--- config.mk ---
export PLATFORM = sky130hd
export DESIGN_NAME = sound_activated_record_gate_core
export DESIGN_NICKNAME = d
export VERILOG_FILES = /design/src/rtl/sarg_pkg.sv /design/src/rtl/sarg_cfg_regs.sv /design/src/rtl/sarg_in_reg.sv /design/src/rtl/sarg_gate.sv /design/src/rtl/sarg_out_reg.sv /design/src/rtl/sound_activated_record_gate_core.sv
export VERILOG_INCLUDE_DIRS = /design/src /design/src/rtl
export SDC_FILE = /design/constraint.sdc
export NUM_CORES = 1
export LEC_CHECK = 0
export BUFFER_PORTS_ARGS = -buffer_cell sky130_fd_sc_hd__buf_4
export CAP_MARGIN = 10
export CORE_ASPECT_RATIO = 1.5
export CORE_MARGIN = 8
export CORE_UTILIZATION = 45
export DETAILED_ROUTE_END_ITERATION = 10
export GPL_ROUTABILITY_DRIVEN = 0
export GPL_TIMING_DRIVEN = 0
export MAX_ROUTING_LAYER = met4
export SYNTH_ARGS = -nofsm -noshare
export SYNTH_HDL_FRONTEND = slang
export SYNTH_HIERARCHICAL = 1
export SYNTH_SLANG_ARGS = --single-unit
--- constraint.sdc ---
create_clock -name clk -period 7.45 [get_ports clk]
set_clock_uncertainty 0.2 [all_clocks]
set_input_delay 1.49 -clock clk [delete_from_list [all_inputs] [get_ports clk]]
set_output_delay 1.49 -clock clk [all_outputs]
set_load 0.01 [all_outputs]
--- src/rtl/sound_activated_record_gate_core_defines.svh ---
// ----------------------------------------------------------------------------
// Sound-activated record gate: assertion macros
// Shared macros for the concurrent checks of the record gate core.
// ----------------------------------------------------------------------------
`ifndef SOUND_ACTIVATED_RECORD_GATE_CORE_DEFINES_SVH
`define SOUND_ACTIVATED_RECORD_GATE_CORE_DEFINES_SVH

// Same-cycle implication, checked out of reset
`define SARG_ASSERT_NOW(label, ante, cons, msg) \
  label: assert property (@(posedge clk) disable iff (!rst_n) (ante) |-> (cons)) \
    else $error(msg);

// Next-cycle implication, checked out of reset
`define SARG_ASSERT_NEXT(label, ante, cons, msg) \
  label: assert property (@(posedge clk) disable iff (!rst_n) (ante) |=> (cons)) \
    else $error(msg);

`endif

--- src/rtl/sarg_pkg.sv ---
// ----------------------------------------------------------------------------
// Sound-activated record gate package
// Widths, chunk sizes, register codes, event codes and shared structs.
// ----------------------------------------------------------------------------
`timescale 1ns / 1ps

package sarg_pkg;

  // Chunk sizes (log2 of samples per chunk)
  localparam int LISTEN_CHUNK_LOG2 = 5;
  localparam int RECORD_CHUNK_LOG2 = 6;
  localparam int CHUNK_LOG2_MAX    = (LISTEN_CHUNK_LOG2 > RECORD_CHUNK_LOG2) ?
                                     LISTEN_CHUNK_LOG2 : RECORD_CHUNK_LOG2;

  // Field widths
  localparam int SAMPLE_W = 16;
  localparam int MAG_W    = SAMPLE_W + 1;
  localparam int SUM_W    = SAMPLE_W + CHUNK_LOG2_MAX;
  localparam int POS_W    = CHUNK_LOG2_MAX;
  localparam int LEVEL_W  = 16;
  localparam int CNT_W    = 20;
  localparam int CFG_W    = 20;
  localparam int CFG_IDX_W = 3;

  localparam int LISTEN_LEN = 1 << LISTEN_CHUNK_LOG2;
  localparam int RECORD_LEN = 1 << RECORD_CHUNK_LOG2;
  localparam logic [POS_W-1:0] LISTEN_LAST = POS_W'(LISTEN_LEN - 1);
  localparam logic [POS_W-1:0] RECORD_LAST = POS_W'(RECORD_LEN - 1);

  // Register defaults
  localparam logic [LEVEL_W-1:0] TRIGGER_LEVEL_RST = LEVEL_W'(2000);
  localparam logic [LEVEL_W-1:0] KEEP_LEVEL_RST    = LEVEL_W'(1500);
  localparam logic [CNT_W-1:0]   HOLD_SAMPLES_RST  = CNT_W'(40000);
  localparam logic [CNT_W-1:0]   MAX_SAMPLES_RST   = CNT_W'(480000);
  localparam logic [CNT_W-1:0]   MIN_SAVE_RST      = CNT_W'(160000);

  // Register indexes
  typedef enum logic [CFG_IDX_W-1:0] {
    CFG_TRIGGER_LEVEL    = 3'd0,
    CFG_KEEP_LEVEL       = 3'd1,
    CFG_HOLD_SAMPLES     = 3'd2,
    CFG_MAX_SAMPLES      = 3'd3,
    CFG_MIN_SAVE_SAMPLES = 3'd4
  } cfg_idx_t;

  // Event codes
  typedef enum logic [1:0] {
    EVT_NONE    = 2'd0,
    EVT_TRIGGER = 2'd1,
    EVT_QUIET   = 2'd2,
    EVT_FULL    = 2'd3
  } evt_t;

  // Gate mode
  typedef enum logic {
    MODE_LISTEN = 1'b0,
    MODE_RECORD = 1'b1
  } mode_t;

  typedef struct packed {
    logic [LEVEL_W-1:0] trigger_level;
    logic [LEVEL_W-1:0] keep_level;
    logic [CNT_W-1:0]   hold_samples;
    logic [CNT_W-1:0]   max_samples;
    logic [CNT_W-1:0]   min_save_samples;
  } cfg_t;

  typedef struct packed {
    logic               store_sample;
    logic [CNT_W-1:0]   store_address;
    evt_t               event_res;
    logic               save_ok;
    logic [LEVEL_W-1:0] chunk_level;
    logic [CNT_W-1:0]   recorded_length;
  } result_t;

endpackage

--- src/rtl/sarg_cfg_regs.sv ---
// ----------------------------------------------------------------------------
// Record gate configuration registers
// Write-only register bank with reset defaults.
// ----------------------------------------------------------------------------
`timescale 1ns / 1ps

module sarg_cfg_regs
  import sarg_pkg::*;
(
  input  logic                 clk,
  input  logic                 rst_n,
  input  logic                 cfg_we,
  input  logic [CFG_IDX_W-1:0] cfg_index,
  input  logic [CFG_W-1:0]     cfg_wdata,
  output cfg_t                 cfg
);

  cfg_t cfg_r;
  cfg_t cfg_nxt;

  // Decode the register write
  always_comb begin
    cfg_nxt = cfg_r;
    if (cfg_we) begin
      unique case (cfg_idx_t'(cfg_index))
        CFG_TRIGGER_LEVEL:    cfg_nxt.trigger_level    = cfg_wdata[LEVEL_W-1:0];
        CFG_KEEP_LEVEL:       cfg_nxt.keep_level       = cfg_wdata[LEVEL_W-1:0];
        CFG_HOLD_SAMPLES:     cfg_nxt.hold_samples     = cfg_wdata[CNT_W-1:0];
        CFG_MAX_SAMPLES:      cfg_nxt.max_samples      = cfg_wdata[CNT_W-1:0];
        CFG_MIN_SAVE_SAMPLES: cfg_nxt.min_save_samples = cfg_wdata[CNT_W-1:0];
        default:              cfg_nxt = cfg_r;
      endcase
    end
  end

  always_ff @(posedge clk) begin
    if (!rst_n) begin
      cfg_r.trigger_level    <= TRIGGER_LEVEL_RST;
      cfg_r.keep_level       <= KEEP_LEVEL_RST;
      cfg_r.hold_samples     <= HOLD_SAMPLES_RST;
      cfg_r.max_samples      <= MAX_SAMPLES_RST;
      cfg_r.min_save_samples <= MIN_SAVE_RST;
    end else begin
      cfg_r <= cfg_nxt;
    end
  end

  assign cfg = cfg_r;

endmodule

--- src/rtl/sarg_in_reg.sv ---
// ----------------------------------------------------------------------------
// Record gate input register
// Holds one accepted sample request until the gate logic takes it.
// ----------------------------------------------------------------------------
`timescale 1ns / 1ps

module sarg_in_reg
  import sarg_pkg::*;
(
  input  logic                       clk,
  input  logic                       rst_n,
  input  logic                       in_valid,
  output logic                       in_stall,
  input  logic signed [SAMPLE_W-1:0] in_sample,
  input  logic                       advance,
  output logic                       s1_valid,
  output logic signed [SAMPLE_W-1:0] s1_sample
);

  logic                       valid_r;
  logic                       valid_nxt;
  logic signed [SAMPLE_W-1:0] sample_r;
  logic                       accept;

  // Stall only when the held request cannot move on this cycle
  assign in_stall = valid_r && !advance;
  assign accept   = in_valid && !in_stall;

  always_comb begin
    valid_nxt = valid_r;
    if (accept) begin
      valid_nxt = 1'b1;
    end else if (advance) begin
      valid_nxt = 1'b0;
    end
  end

  always_ff @(posedge clk) begin
    if (!rst_n) begin
      valid_r <= 1'b0;
    end else begin
      valid_r <= valid_nxt;
    end
  end

  // Payload, no reset
  always_ff @(posedge clk) begin
    if (accept) begin
      sample_r <= in_sample;
    end
  end

  assign s1_valid  = valid_r;
  assign s1_sample = sample_r;

endmodule

--- src/rtl/sarg_gate.sv ---
// ----------------------------------------------------------------------------
// Record gate decision logic
// Chunk level, trigger, quiet hold and store addressing in one pass.
// ----------------------------------------------------------------------------
`timescale 1ns / 1ps

module sarg_gate
  import sarg_pkg::*;
(
  input  logic                       clk,
  input  logic                       rst_n,
  input  logic                       advance,
  input  logic signed [SAMPLE_W-1:0] s1_sample,
  input  cfg_t                       cfg,
  output result_t                    res
);

  mode_t              mode_r,  mode_nxt;
  logic [SUM_W-1:0]   sum_r,   sum_nxt;
  logic [POS_W-1:0]   pos_r,   pos_nxt;
  logic [CNT_W-1:0]   quiet_r, quiet_nxt;
  logic [CNT_W-1:0]   rec_r,   rec_nxt;
  logic [LEVEL_W-1:0] level_r, level_nxt;

  logic [MAG_W-1:0]   mag;
  logic [SUM_W-1:0]   sum_add;
  logic [CNT_W-1:0]   quiet_inc;
  logic               room_short;
  evt_t               evt;

  // Magnitude of the sample, 0 .. 32768
  assign mag = s1_sample[SAMPLE_W-1] ?
               (MAG_W'(1 << SAMPLE_W) - {1'b0, s1_sample}) : {1'b0, s1_sample};

  assign sum_add   = sum_r + SUM_W'(mag);
  assign quiet_inc = (quiet_r == {CNT_W{1'b1}}) ? quiet_r : quiet_r + CNT_W'(1);

  // Next state and result
  always_comb begin
    mode_nxt   = mode_r;
    sum_nxt    = sum_add;
    pos_nxt    = pos_r + POS_W'(1);
    quiet_nxt  = quiet_r;
    rec_nxt    = rec_r;
    level_nxt  = level_r;
    room_short = 1'b0;
    evt        = EVT_NONE;
    res        = '0;

    unique case (mode_r)
      MODE_LISTEN: begin
        if (pos_r == LISTEN_LAST) begin
          level_nxt = LEVEL_W'(sum_add >> LISTEN_CHUNK_LOG2);
          sum_nxt   = '0;
          pos_nxt   = '0;
          if (level_nxt >= cfg.trigger_level) begin
            mode_nxt  = MODE_RECORD;
            rec_nxt   = '0;
            quiet_nxt = '0;
            evt       = EVT_TRIGGER;
          end
        end
      end
      MODE_RECORD: begin
        if (rec_r < cfg.max_samples) begin
          res.store_sample  = 1'b1;
          res.store_address = rec_r;
          rec_nxt           = rec_r + CNT_W'(1);
        end
        quiet_nxt = quiet_inc;
        if (pos_r == RECORD_LAST) begin
          level_nxt = LEVEL_W'(sum_add >> RECORD_CHUNK_LOG2);
          sum_nxt   = '0;
          pos_nxt   = '0;
          // Quiet end wins over full store
          if (quiet_inc >= cfg.hold_samples) begin
            evt = EVT_QUIET;
          end else begin
            if (level_nxt >= cfg.keep_level) begin
              quiet_nxt = '0;
            end
            // Store cannot take another full chunk
            room_short = ({1'b0, rec_nxt} + (CNT_W+1)'(RECORD_LEN)) >
                         {1'b0, cfg.max_samples};
            if (room_short) begin
              evt = EVT_FULL;
            end
          end
          if (evt != EVT_NONE) begin
            mode_nxt    = MODE_LISTEN;
            res.save_ok = (rec_nxt >= cfg.min_save_samples);
          end
        end
      end
      default: mode_nxt = MODE_LISTEN;
    endcase

    res.event_res       = evt;
    res.chunk_level     = level_nxt;
    res.recorded_length = rec_nxt;
  end

  always_ff @(posedge clk) begin
    if (!rst_n) begin
      mode_r  <= MODE_LISTEN;
      sum_r   <= '0;
      pos_r   <= '0;
      quiet_r <= '0;
      rec_r   <= '0;
      level_r <= '0;
    end else if (advance) begin
      mode_r  <= mode_nxt;
      sum_r   <= sum_nxt;
      pos_r   <= pos_nxt;
      quiet_r <= quiet_nxt;
      rec_r   <= rec_nxt;
      level_r <= level_nxt;
    end
  end

endmodule

--- src/rtl/sarg_out_reg.sv ---
// ----------------------------------------------------------------------------
// Record gate result register
// Holds one result request until the consumer takes it.
// ----------------------------------------------------------------------------
`timescale 1ns / 1ps

module sarg_out_reg
  import sarg_pkg::*;
(
  input  logic    clk,
  input  logic    rst_n,
  input  logic    load,
  input  result_t res,
  input  logic    out_stall,
  output logic    out_valid,
  output result_t out_res
);

  logic    valid_r;
  logic    valid_nxt;
  result_t res_r;

  always_comb begin
    valid_nxt = valid_r;
    if (load) begin
      valid_nxt = 1'b1;
    end else if (!out_stall) begin
      valid_nxt = 1'b0;
    end
  end

  always_ff @(posedge clk) begin
    if (!rst_n) begin
      valid_r <= 1'b0;
    end else begin
      valid_r <= valid_nxt;
    end
  end

  // Payload, no reset
  always_ff @(posedge clk) begin
    if (load) begin
      res_r <= res;
    end
  end

  assign out_valid = valid_r;
  assign out_res   = res_r;

endmodule

--- src/rtl/sound_activated_record_gate_core.sv ---
// ----------------------------------------------------------------------------
// Sound-activated record gate core
// Path: a sample request is taken into the input register and moves on to the
// result register once that register is free or draining; out_stall holds it.
// Throughput: one sample per cycle; only a held, stalled result stalls input.
// Reset (synchronous, rst_n low): listening, all counters and sums zero,
// registers at their defaults; no clearing pass.
// ----------------------------------------------------------------------------
`timescale 1ns / 1ps
`include "sound_activated_record_gate_core_defines.svh"

module sound_activated_record_gate_core
  import sarg_pkg::*;
(
  input  logic                       clk,
  input  logic                       rst_n,
  // configuration
  input  logic                       cfg_we,
  input  logic [CFG_IDX_W-1:0]       cfg_index,
  input  logic [CFG_W-1:0]           cfg_wdata,
  // sample requests
  input  logic                       in_valid,
  output logic                       in_stall,
  input  logic signed [SAMPLE_W-1:0] in_sample,
  // results
  output logic                       out_valid,
  input  logic                       out_stall,
  output logic                       out_store_sample,
  output logic [CNT_W-1:0]           out_store_address,
  output logic [1:0]                 out_event_res,
  output logic                       out_save_ok,
  output logic [LEVEL_W-1:0]         out_chunk_level,
  output logic [CNT_W-1:0]           out_recorded_length
);

  cfg_t                       cfg;
  logic                       s1_valid;
  logic signed [SAMPLE_W-1:0] s1_sample;
  logic                       advance;
  result_t                    gate_res;
  result_t                    out_res;

  // Move the held sample on whenever the result register is free or draining
  assign advance = s1_valid && (!out_valid || !out_stall);

  sarg_cfg_regs u_cfg (
    .clk       (clk),
    .rst_n     (rst_n),
    .cfg_we    (cfg_we),
    .cfg_index (cfg_index),
    .cfg_wdata (cfg_wdata),
    .cfg       (cfg)
  );

  sarg_in_reg u_in (
    .clk       (clk),
    .rst_n     (rst_n),
    .in_valid  (in_valid),
    .in_stall  (in_stall),
    .in_sample (in_sample),
    .advance   (advance),
    .s1_valid  (s1_valid),
    .s1_sample (s1_sample)
  );

  sarg_gate u_gate (
    .clk       (clk),
    .rst_n     (rst_n),
    .advance   (advance),
    .s1_sample (s1_sample),
    .cfg       (cfg),
    .res       (gate_res)
  );

  sarg_out_reg u_out (
    .clk       (clk),
    .rst_n     (rst_n),
    .load      (advance),
    .res       (gate_res),
    .out_stall (out_stall),
    .out_valid (out_valid),
    .out_res   (out_res)
  );

  assign out_store_sample    = out_res.store_sample;
  assign out_store_address   = out_res.store_address;
  assign out_event_res       = out_res.event_res;
  assign out_save_ok         = out_res.save_ok;
  assign out_chunk_level     = out_res.chunk_level;
  assign out_recorded_length = out_res.recorded_length;

  // Checks
  `SARG_ASSERT_NOW(a_trigger_not_stored, out_valid && out_store_sample, out_event_res != EVT_TRIGGER, "triggering sample was stored")
  `SARG_ASSERT_NOW(a_length_follows_addr, out_valid && out_store_sample, out_recorded_length == (out_store_address + CNT_W'(1)), "length does not follow store address")
  `SARG_ASSERT_NOW(a_save_only_at_end, out_valid && out_save_ok, (out_event_res == EVT_QUIET) || (out_event_res == EVT_FULL), "save flag outside an end event")
  `SARG_ASSERT_NOW(a_stall_only_when_full, in_stall, s1_valid && out_valid && out_stall, "input stalled while the pipe can move")
  `SARG_ASSERT_NEXT(a_advance_loads_result, advance, out_valid, "advanced request gave no result")

endmodule

==> results.cfg, run 1 <==
[outcome]
status = complete, no violations

[finish]
drive_gt1_share_pct = 12.4
final_cell_area_um2 = 17300
layout.cells.most_common = dfxtp_1
final_cell_count_no_fill = 2176
syn_to_final_growth_pct = 14.7
post-route-util_pct = 52.1
top_library_cells_by_usage_in_the_layout_fill_and_taps_aside = dfxtp_1 (179), nand2_1 (178), ha_1 (133)
layout.nets = 1914

[sta]
post-route-period-util_pct = 93.6
final.setup.worst_slack_ps = 479
slew_viol_final = 0
final.setup.tns_ps = 0
grt_setup_unrepaired = false
timing_hold_violations_final = 0
hold_ws_ps = 259
worstMarginPinSlew_ps = 1050
fmaxAchievable_mhz = 143
timing.max_slew.rel_slack_pct = 29.0
period_needed_ps = 6970
total_of_endpoints_with_negative_setup_slack_in_the_final_report = 0

[worst_setup_path]
critPathRequiredTime_ps = 7500
worst_path_most_repeated_cell = ha_1
timing.critical_path.from_type = flop
setup.reg_to_reg.worst_slack_ps = 480
worst_path_max_delay_cell = nor3_2
cp_cell_sequence = ha_1, a211o_1, a31oi_1, nor4_1, o311a_4, nor3_2, and3_1, xor2_1, ha_1, o21ai_0, o22ai_1, o21a_1, and3_1, xor2_1, ha_1, a21o_1, a21o_1, a21oi_1, o211ai_1, o211ai_1, a31oi_1, a41oi_1, a21oi_1
worst-setup-path-type = reg -> reg
endpoint_kind = flop
r2r_path_start = u_gate/rec_r[2]$_SDFFE_PN0P_
r2r_cells = 23
worst_r2r_endpoint = u_out/out_res[36]$_DFFE_PP_
max_stage_delay_ps = 620
timing.critical_path.arrival_ps = 7020
crit_path_max_fanout = 8

[routing]
route.vias.total = 12300
drt_iter0_markers = 586
dr.pass1.iters = 6
via_count_normalized_by_instance_count = 5.66
drt_drc_violations_left = 0
wl_um = 44500
drt.antenna.violating_nets = 0
route.detailed.wl_per_inst_um = 20.4

[floorplanning]
design.die.area_um2 = 39800
boundaryPins = 106
starting_utilization_of_the_core_area_pct = 45.4
dieWidth_um = 166
design.core.area_um2 = 33200
std_cell_rows = 82
chipHeight_um = 240

[clock_tree]
clock_path_buffers = 3
clock_sink_count = 255
cts_setup_buffers = 0
htree_levels = 1
worst_skew_pair.late_latency_ps = 550
num_cts_buffers = 26
tritoncts = yes
clk_pin_slew_ps = 70
cts-resized-gates = 0
cts-root-buf = clkbuf_16
cts_hold_repair.buffers = 0

[place]
port-buffer-count = 105
detailed_place_hpwl_um = 34800
dp.cells = 2128
dpl-instance-area_um2 = 16500
placement.setup.worst_slack_ps = 533

[flow_run]
maxCapViolations = 0

[synthesis]
netlist_area_um2 = 15100
synth.yosys.seq_area_share_pct = 38.9
share_of_synthesized_flip_flops_with_an_asynchronous_set_or_reset_pct = 0
synth_seq_cells = 255
synthDominantAreaCellType = dfxtp_1
synth_cells = 1601
yosys_cell_types = 90
yosysWarningCount = 6
ys_dominant_reg_cell = dfxtp_1
synth_enable_flop_cells = 76
syn_avg_cell_area_um2 = 9.43
synth.net_count = 1779
synthDominantCellAreaShare_pct = 23.7
synth.area.top_cells = dfxtp_1 (24%), edfxtp_1 (15%), ha_1 (11%), mux2i_1 (6.2%), nand2_1 (4.4%)

[power_and_ir_drop]
cellLeakagePower_nw = 7.66
power.ir.vdd_worst_mv = 0.146
power_density_nw_per_um2 = 200
finalPower_mw = 3.46

[min_path]
worst_hold_path_type = reg -> reg
hold_path_end = u_cfg/cfg[23]$_SDFFE_PN0P_
worstHoldPathCells = 2
worst_hold_startpoint = u_cfg/cfg[23]$_SDFFE_PN0P_

[global_routing]
grt-ovfl-total = 0
global_route_wire_length_before_repair_um = 68000
maximum_number_of_pins_on_one_net_before_global_route_repair = 29
antenna_violations_before_repair = 1
grt_usage_pct = 22.6
number_of_global_route_vias_before_repair = 12200
==> per-layer routing <==
layer / vias to the layer above / wire length (µm) / track usage (%) / share of wire, %
met1: 5924 / 17100 / 23.4 / 39
met3: 104 / 1680 / 2.52 / 3.8
met5: - / 0 / - / 0
met2: 273 / 23800 / 41.9 / 53
li1: 6012 / - / - / -
met4: 0 / 1900 / 10.1 / 4.3
==> final cells by class <==
class                           instances  area [µm²]
Sequential cell                       255        5870
Fill cell                            3116       15900
Clock inverter                         14         125
Tap cell                              420         526
Buffer                                 75         324
Clock buffer                           33         708
Timing Repair Buffer                  107         843
Antenna cell                            1        2.50
Inverter                              117         439
Multi-Input combinational cell       1154        8480
==> power by group <==
| group | internal (mW) | switching [mW] |
|---|---|---|
| combinational | 0.243 | 0.367 |
| clock | 0.742 | 0.568 |
| sequential | 1.50 | 0.0426 |
| total | 2.48 | 0.978 |
==> cell usage after synthesis, types with 6 or more instances <==
cell type  instances
a21boi_0          13
a21o_1            33
a21oi_1           67
a22o_1            17
a22oi_1           18
a31oi_1           16
a32o_1            14
and2_1            14
and3_1            35
and4_1             8
buf_1              6
buf_2             10
clkbuf_1          54
dfxtp_1          179
edfxtp_1          76
ha_1             133
inv_1            115
mux2i_1           94
nand2_1          178
nand2b_1          16
nand3_1           37
nand4_1           21
nor2_1            35
nor2b_1           71
nor3_1            25
nor4_1             6
o211ai_1           6
o21a_1            23
o21ai_0           72
o21ba_2           20
o22ai_1            6
xnor2_1           47
xor2_1            24
==> worst max path at each step <==
stage	start	end	depth (start not counted)
detailed placement	u_in/s1_sample[4]$_DFFE_PP_	u_gate/quiet_r[18]$_SDFFE_PN0P_	21
global placement	u_gate/rec_r[2]$_SDFFE_PN0P_	u_out/out_res[36]$_DFFE_PP_	23
finish	u_gate/rec_r[2]$_SDFFE_PN0P_	u_out/out_res[36]$_DFFE_PP_	23
global route	u_in/s1_sample[2]$_DFFE_PP_	u_gate/quiet_r[17]$_SDFFE_PN0P_	24
CTS	u_in/s1_sample[4]$_DFFE_PP_	u_gate/quiet_r[15]$_SDFFE_PN0P_	21
floorplan	u_in/s1_sample[4]$_DFFE_PP_	u_gate/quiet_r[7]$_SDFFE_PN0P_	25
==> registers in the layout (all words and copies together), names as in the netlist <==
name and cells:
u_gate/sum_r 22, u_gate/level_r 16, u_out/out_res 60, u_gate/quiet_r 20
u_cfg/cfg 92, u_gate/pos_r 6, u_gate/rec_r 20, u_out/out_valid 1
u_in/s1_sample 16, u_gate/mode_r 1, u_in/s1_valid 1
==> logic make-up (layout without fill, tap and decap cells) <==
family                   count (synthesis)  after routing  synth area share [%]
AND/OR/NAND/NOR                        487            487                  17.2
multiplexers                            95             95                  6.31
adder cells (fa/ha/maj)                134            134                  11.2
other                                    1              2                0.0248
flip-flops                             255            255                  38.9
XOR/XNOR                                76             76                  4.66
AO/OA/AOI/OAI                          361            361                  16.8
buffers and inverters                  192            346                  5.06
==> critical path, delay by kind of cell, from the launching register on <==
kind,cells,cell delay (ps)
AO/OA/AOI/OAI,14,3340
AND/OR/NAND/NOR,4,1180
adder cells (fa/ha/maj),3,910
flip-flops,1,580
XOR/XNOR,2,470
(Power assumes the default switching activity.)
==> inputs of run 2 (changes only) <==
--- a/config.mk
+++ b/config.mk
@@ -6,15 +6,18 @@
 export SDC_FILE = /design/constraint.sdc
 export NUM_CORES = 1
 export LEC_CHECK = 0
+export ABC_AREA = 0
 export BUFFER_PORTS_ARGS = -buffer_cell sky130_fd_sc_hd__buf_4
 export CAP_MARGIN = 10
-export CORE_ASPECT_RATIO = 1.5
+export CELL_PAD_IN_SITES_DETAIL_PLACEMENT = 0
+export CELL_PAD_IN_SITES_GLOBAL_PLACEMENT = 2
 export CORE_MARGIN = 8
-export CORE_UTILIZATION = 45
+export CORE_UTILIZATION = 39
 export DETAILED_ROUTE_END_ITERATION = 10
 export GPL_ROUTABILITY_DRIVEN = 0
 export GPL_TIMING_DRIVEN = 0
 export MAX_ROUTING_LAYER = met4
+export PLACE_DENSITY_LB_ADDON = 0.1
 export SYNTH_ARGS = -nofsm -noshare
 export SYNTH_HDL_FRONTEND = slang
 export SYNTH_HIERARCHICAL = 1
==> run 2 against run 1 <==
  * Hold slack improved by 0.97 ps
  * Final cell count rose by 4.9%
  * Register-to-register slack better by 140 ps
  * Count of clock-buffer cells in the layout up 4
  * Sequential power about the same
  * Utilization fell by 6.0 points
  * First-iteration DRC count grew 12%
  * Global-route usage shrank 1.9 points
  * Power rose by 9.8%
  * Wire length rose by 3.7%
  * Final area rose by 2.3%
  * Non-clock buffer count unchanged
  * Critical path type unchanged
==> results.cfg, run 2 (synthesized netlist as in run 1, its figures left out) <==
[outcome]
status = complete, no violations

[finish]
regArea_um2 = 5870
antenna-diode-count = 0
num-fill-cells = 3815
syn_to_final_growth_pct = 17.3
layout.cells.most_common = dfxtp_1
drive_gt1_share_pct = 13.2
layout.nets = 1918
flip_flop_count_of_the_largest_register_all_copies_and_words_added = 92
top_library_cells_by_usage_in_the_layout_fill_and_taps_aside = dfxtp_1 (179), nand2_1 (178), ha_1 (133)
multi_input_area_um2 = 8480

[clock_tree]
num_cts_buffers = 30
cts-root-buf = clkbuf_16
cts_setup_buffers = 0
htree_levels = 1
tritoncts = yes
clk_pin_slew_ps = 60
clock_path_buffers = 3
worst_skew_pair.late_latency_ps = 570
cts-resized-gates = 0
clock_sink_count = 255
cts_hold_repair.buffers = 0

[sta]
period_needed_ps = 6840
total_of_endpoints_with_negative_setup_slack_in_the_final_report = 0
timing.max_slew.rel_slack_pct = 30.9
slew_viol_final = 0
fmaxAchievable_mhz = 146
grt_setup_unrepaired = false
final.setup.tns_ps = 0
timing_hold_violations_final = 0
post-route-period-util_pct = 91.8
worstMarginPinSlew_ps = 1020

[worst_setup_path]
critical_path_cell_count = 23
timing.critical_path.arrival_ps = 6910
timing.critical_path.max_delay_family = compound AO/OA/AOI/OAI gates
critical_path_buf_inv_count = 0
timing.critical_path.from_type = flop
worst_path_max_delay_cell = nor3_2
worst-setup-path-type = reg -> reg
critPathRequiredTime_ps = 7530
r2r_cells = 23
worst_path_most_repeated_cell = ha_1
cp_cell_sequence = ha_1, a211o_1, a31oi_1, nor4_1, o311a_4, nor3_2, and3_1, xor2_1, ha_1, nand3_1, o22ai_1, o21a_1, and3_1, xor2_1, ha_1, a21o_1, a21o_1, a21oi_1, o211ai_1, o211ai_1, a31oi_1, a41oi_1, a21oi_1
endpoint_kind = flop
crit_path_max_fanout = 8
max_stage_delay_ps = 550

[min_path]
worstHoldPathCells = 2
worst_hold_path_type = reg -> reg

[floorplanning]
design.die.area_um2 = 45300
starting_utilization_of_the_core_area_pct = 39.2
chipHeight_um = 213
std_cell_rows = 72
design.core.area_um2 = 38500
boundaryPins = 106
dieWidth_um = 213

[power_and_ir_drop]
finalPower_mw = 3.80
power_density_nw_per_um2 = 214
cellLeakagePower_nw = 7.77
power.ir.vdd_worst_mv = 0.191

[routing]
drt_iter0_markers = 657
route.vias.total = 12000
drt.antenna.violating_nets = 0
via_count_normalized_by_instance_count = 5.27
wl_um = 46100
dr.pass1.iters = 5
drt_drc_violations_left = 0
route.detailed.wl_per_inst_um = 20.2

[global_routing]
number_of_global_route_vias_before_repair = 12000
grt_usage_pct = 20.7
maximum_number_of_pins_on_one_net_before_global_route_repair = 32
grt-ovfl-total = 0
antenna_violations_before_repair = 0
global_route_wire_length_before_repair_um = 70700

[place]
detailed_place_hpwl_um = 35700
port-buffer-count = 105

[flow_run]
maxCapViolations = 0
==> run 2: cell count changes in the layout (fill, tap and decap cells not counted), sizes merged <==
cell | previous run | this run
bufinv | 2 | 6
clkbuf | 87 | 91
clkinv | 10 | 6
clkinvlp | 1 | 7
diode | 1 | 0
inv | 118 | 117
==> run 2: metrics by stage <==
step | hold WS, ps | setup slack, ps | area (µm²) | cells | util (%)
6_report | 260 | 615 | 17700 | 2282 | 46.0
5_1_grt | 278 | 30.9 | 17700 | 2282 | 46.0
4_1_cts | 260 | 495 | 17700 | 2282 | 46.0
3_5_place_dp | 252 | 524 | 16600 | 2226 | 43.1
3_3_place_gp | 245 | 510 | 16500 | 2224 | 43.0
2_1_floorplan | 235 | 2170 | 15100 | 1601 | -
==> run 2: worst reg2reg max path: cells and delay by family, from the launching register on <==
| kind | cells | cell delay, ps |
|---|---|---|
| AO/OA/AOI/OAI | 13 | 3180 |
| XOR/XNOR | 2 | 530 |
| adder cells (fa/ha/maj) | 3 | 880 |
| flip-flops | 1 | 520 |
| AND/OR/NAND/NOR | 5 | 1210 |
==> run 2: cell type report <==
cell class	instances	area share (%)
plain buffers	75	1.83
clock buffers	37	4.85
clock inverters	19	1.50
inverters	117	2.48
multi-input cells	1154	47.9
flip-flops and latches	255	33.1
well taps	518	3.66
repair buffers	107	4.68
==> run 2: metal layers <==
layer | vias up | part of all wire (%) | global-route usage (%)
li1 | 6025 | - | -
met1 | 5727 | 45 | 26.0
met2 | 207 | 49 | 35.4
met3 | 57 | 3.5 | 2.85
met4 | 0 | 2.1 | 4.31
met5 | - | 0 | -
==> run 2: power by group <==
part	internal [mW]	total, mW	switching (mW)
sequential	1.50	1.54	0.0426
combinational	0.241	0.598	0.357
clock	1.03	1.66	0.633
==> run 2: path summary, 6_finish.rpt <==
path              slack, ps                          from                           to
setup / recovery        610  u_gate/rec_r[2]$_SDFFE_PN0P_  u_out/out_res[36]$_DFFE_PP_
hold / removal          260    u_cfg/cfg[30]$_SDFFE_PN0P_   u_cfg/cfg[30]$_SDFFE_PN0P_
setup reg to reg        610  u_gate/rec_r[2]$_SDFFE_PN0P_  u_out/out_res[36]$_DFFE_PP_
hold reg to reg         260    u_cfg/cfg[30]$_SDFFE_PN0P_   u_cfg/cfg[30]$_SDFFE_PN0P_
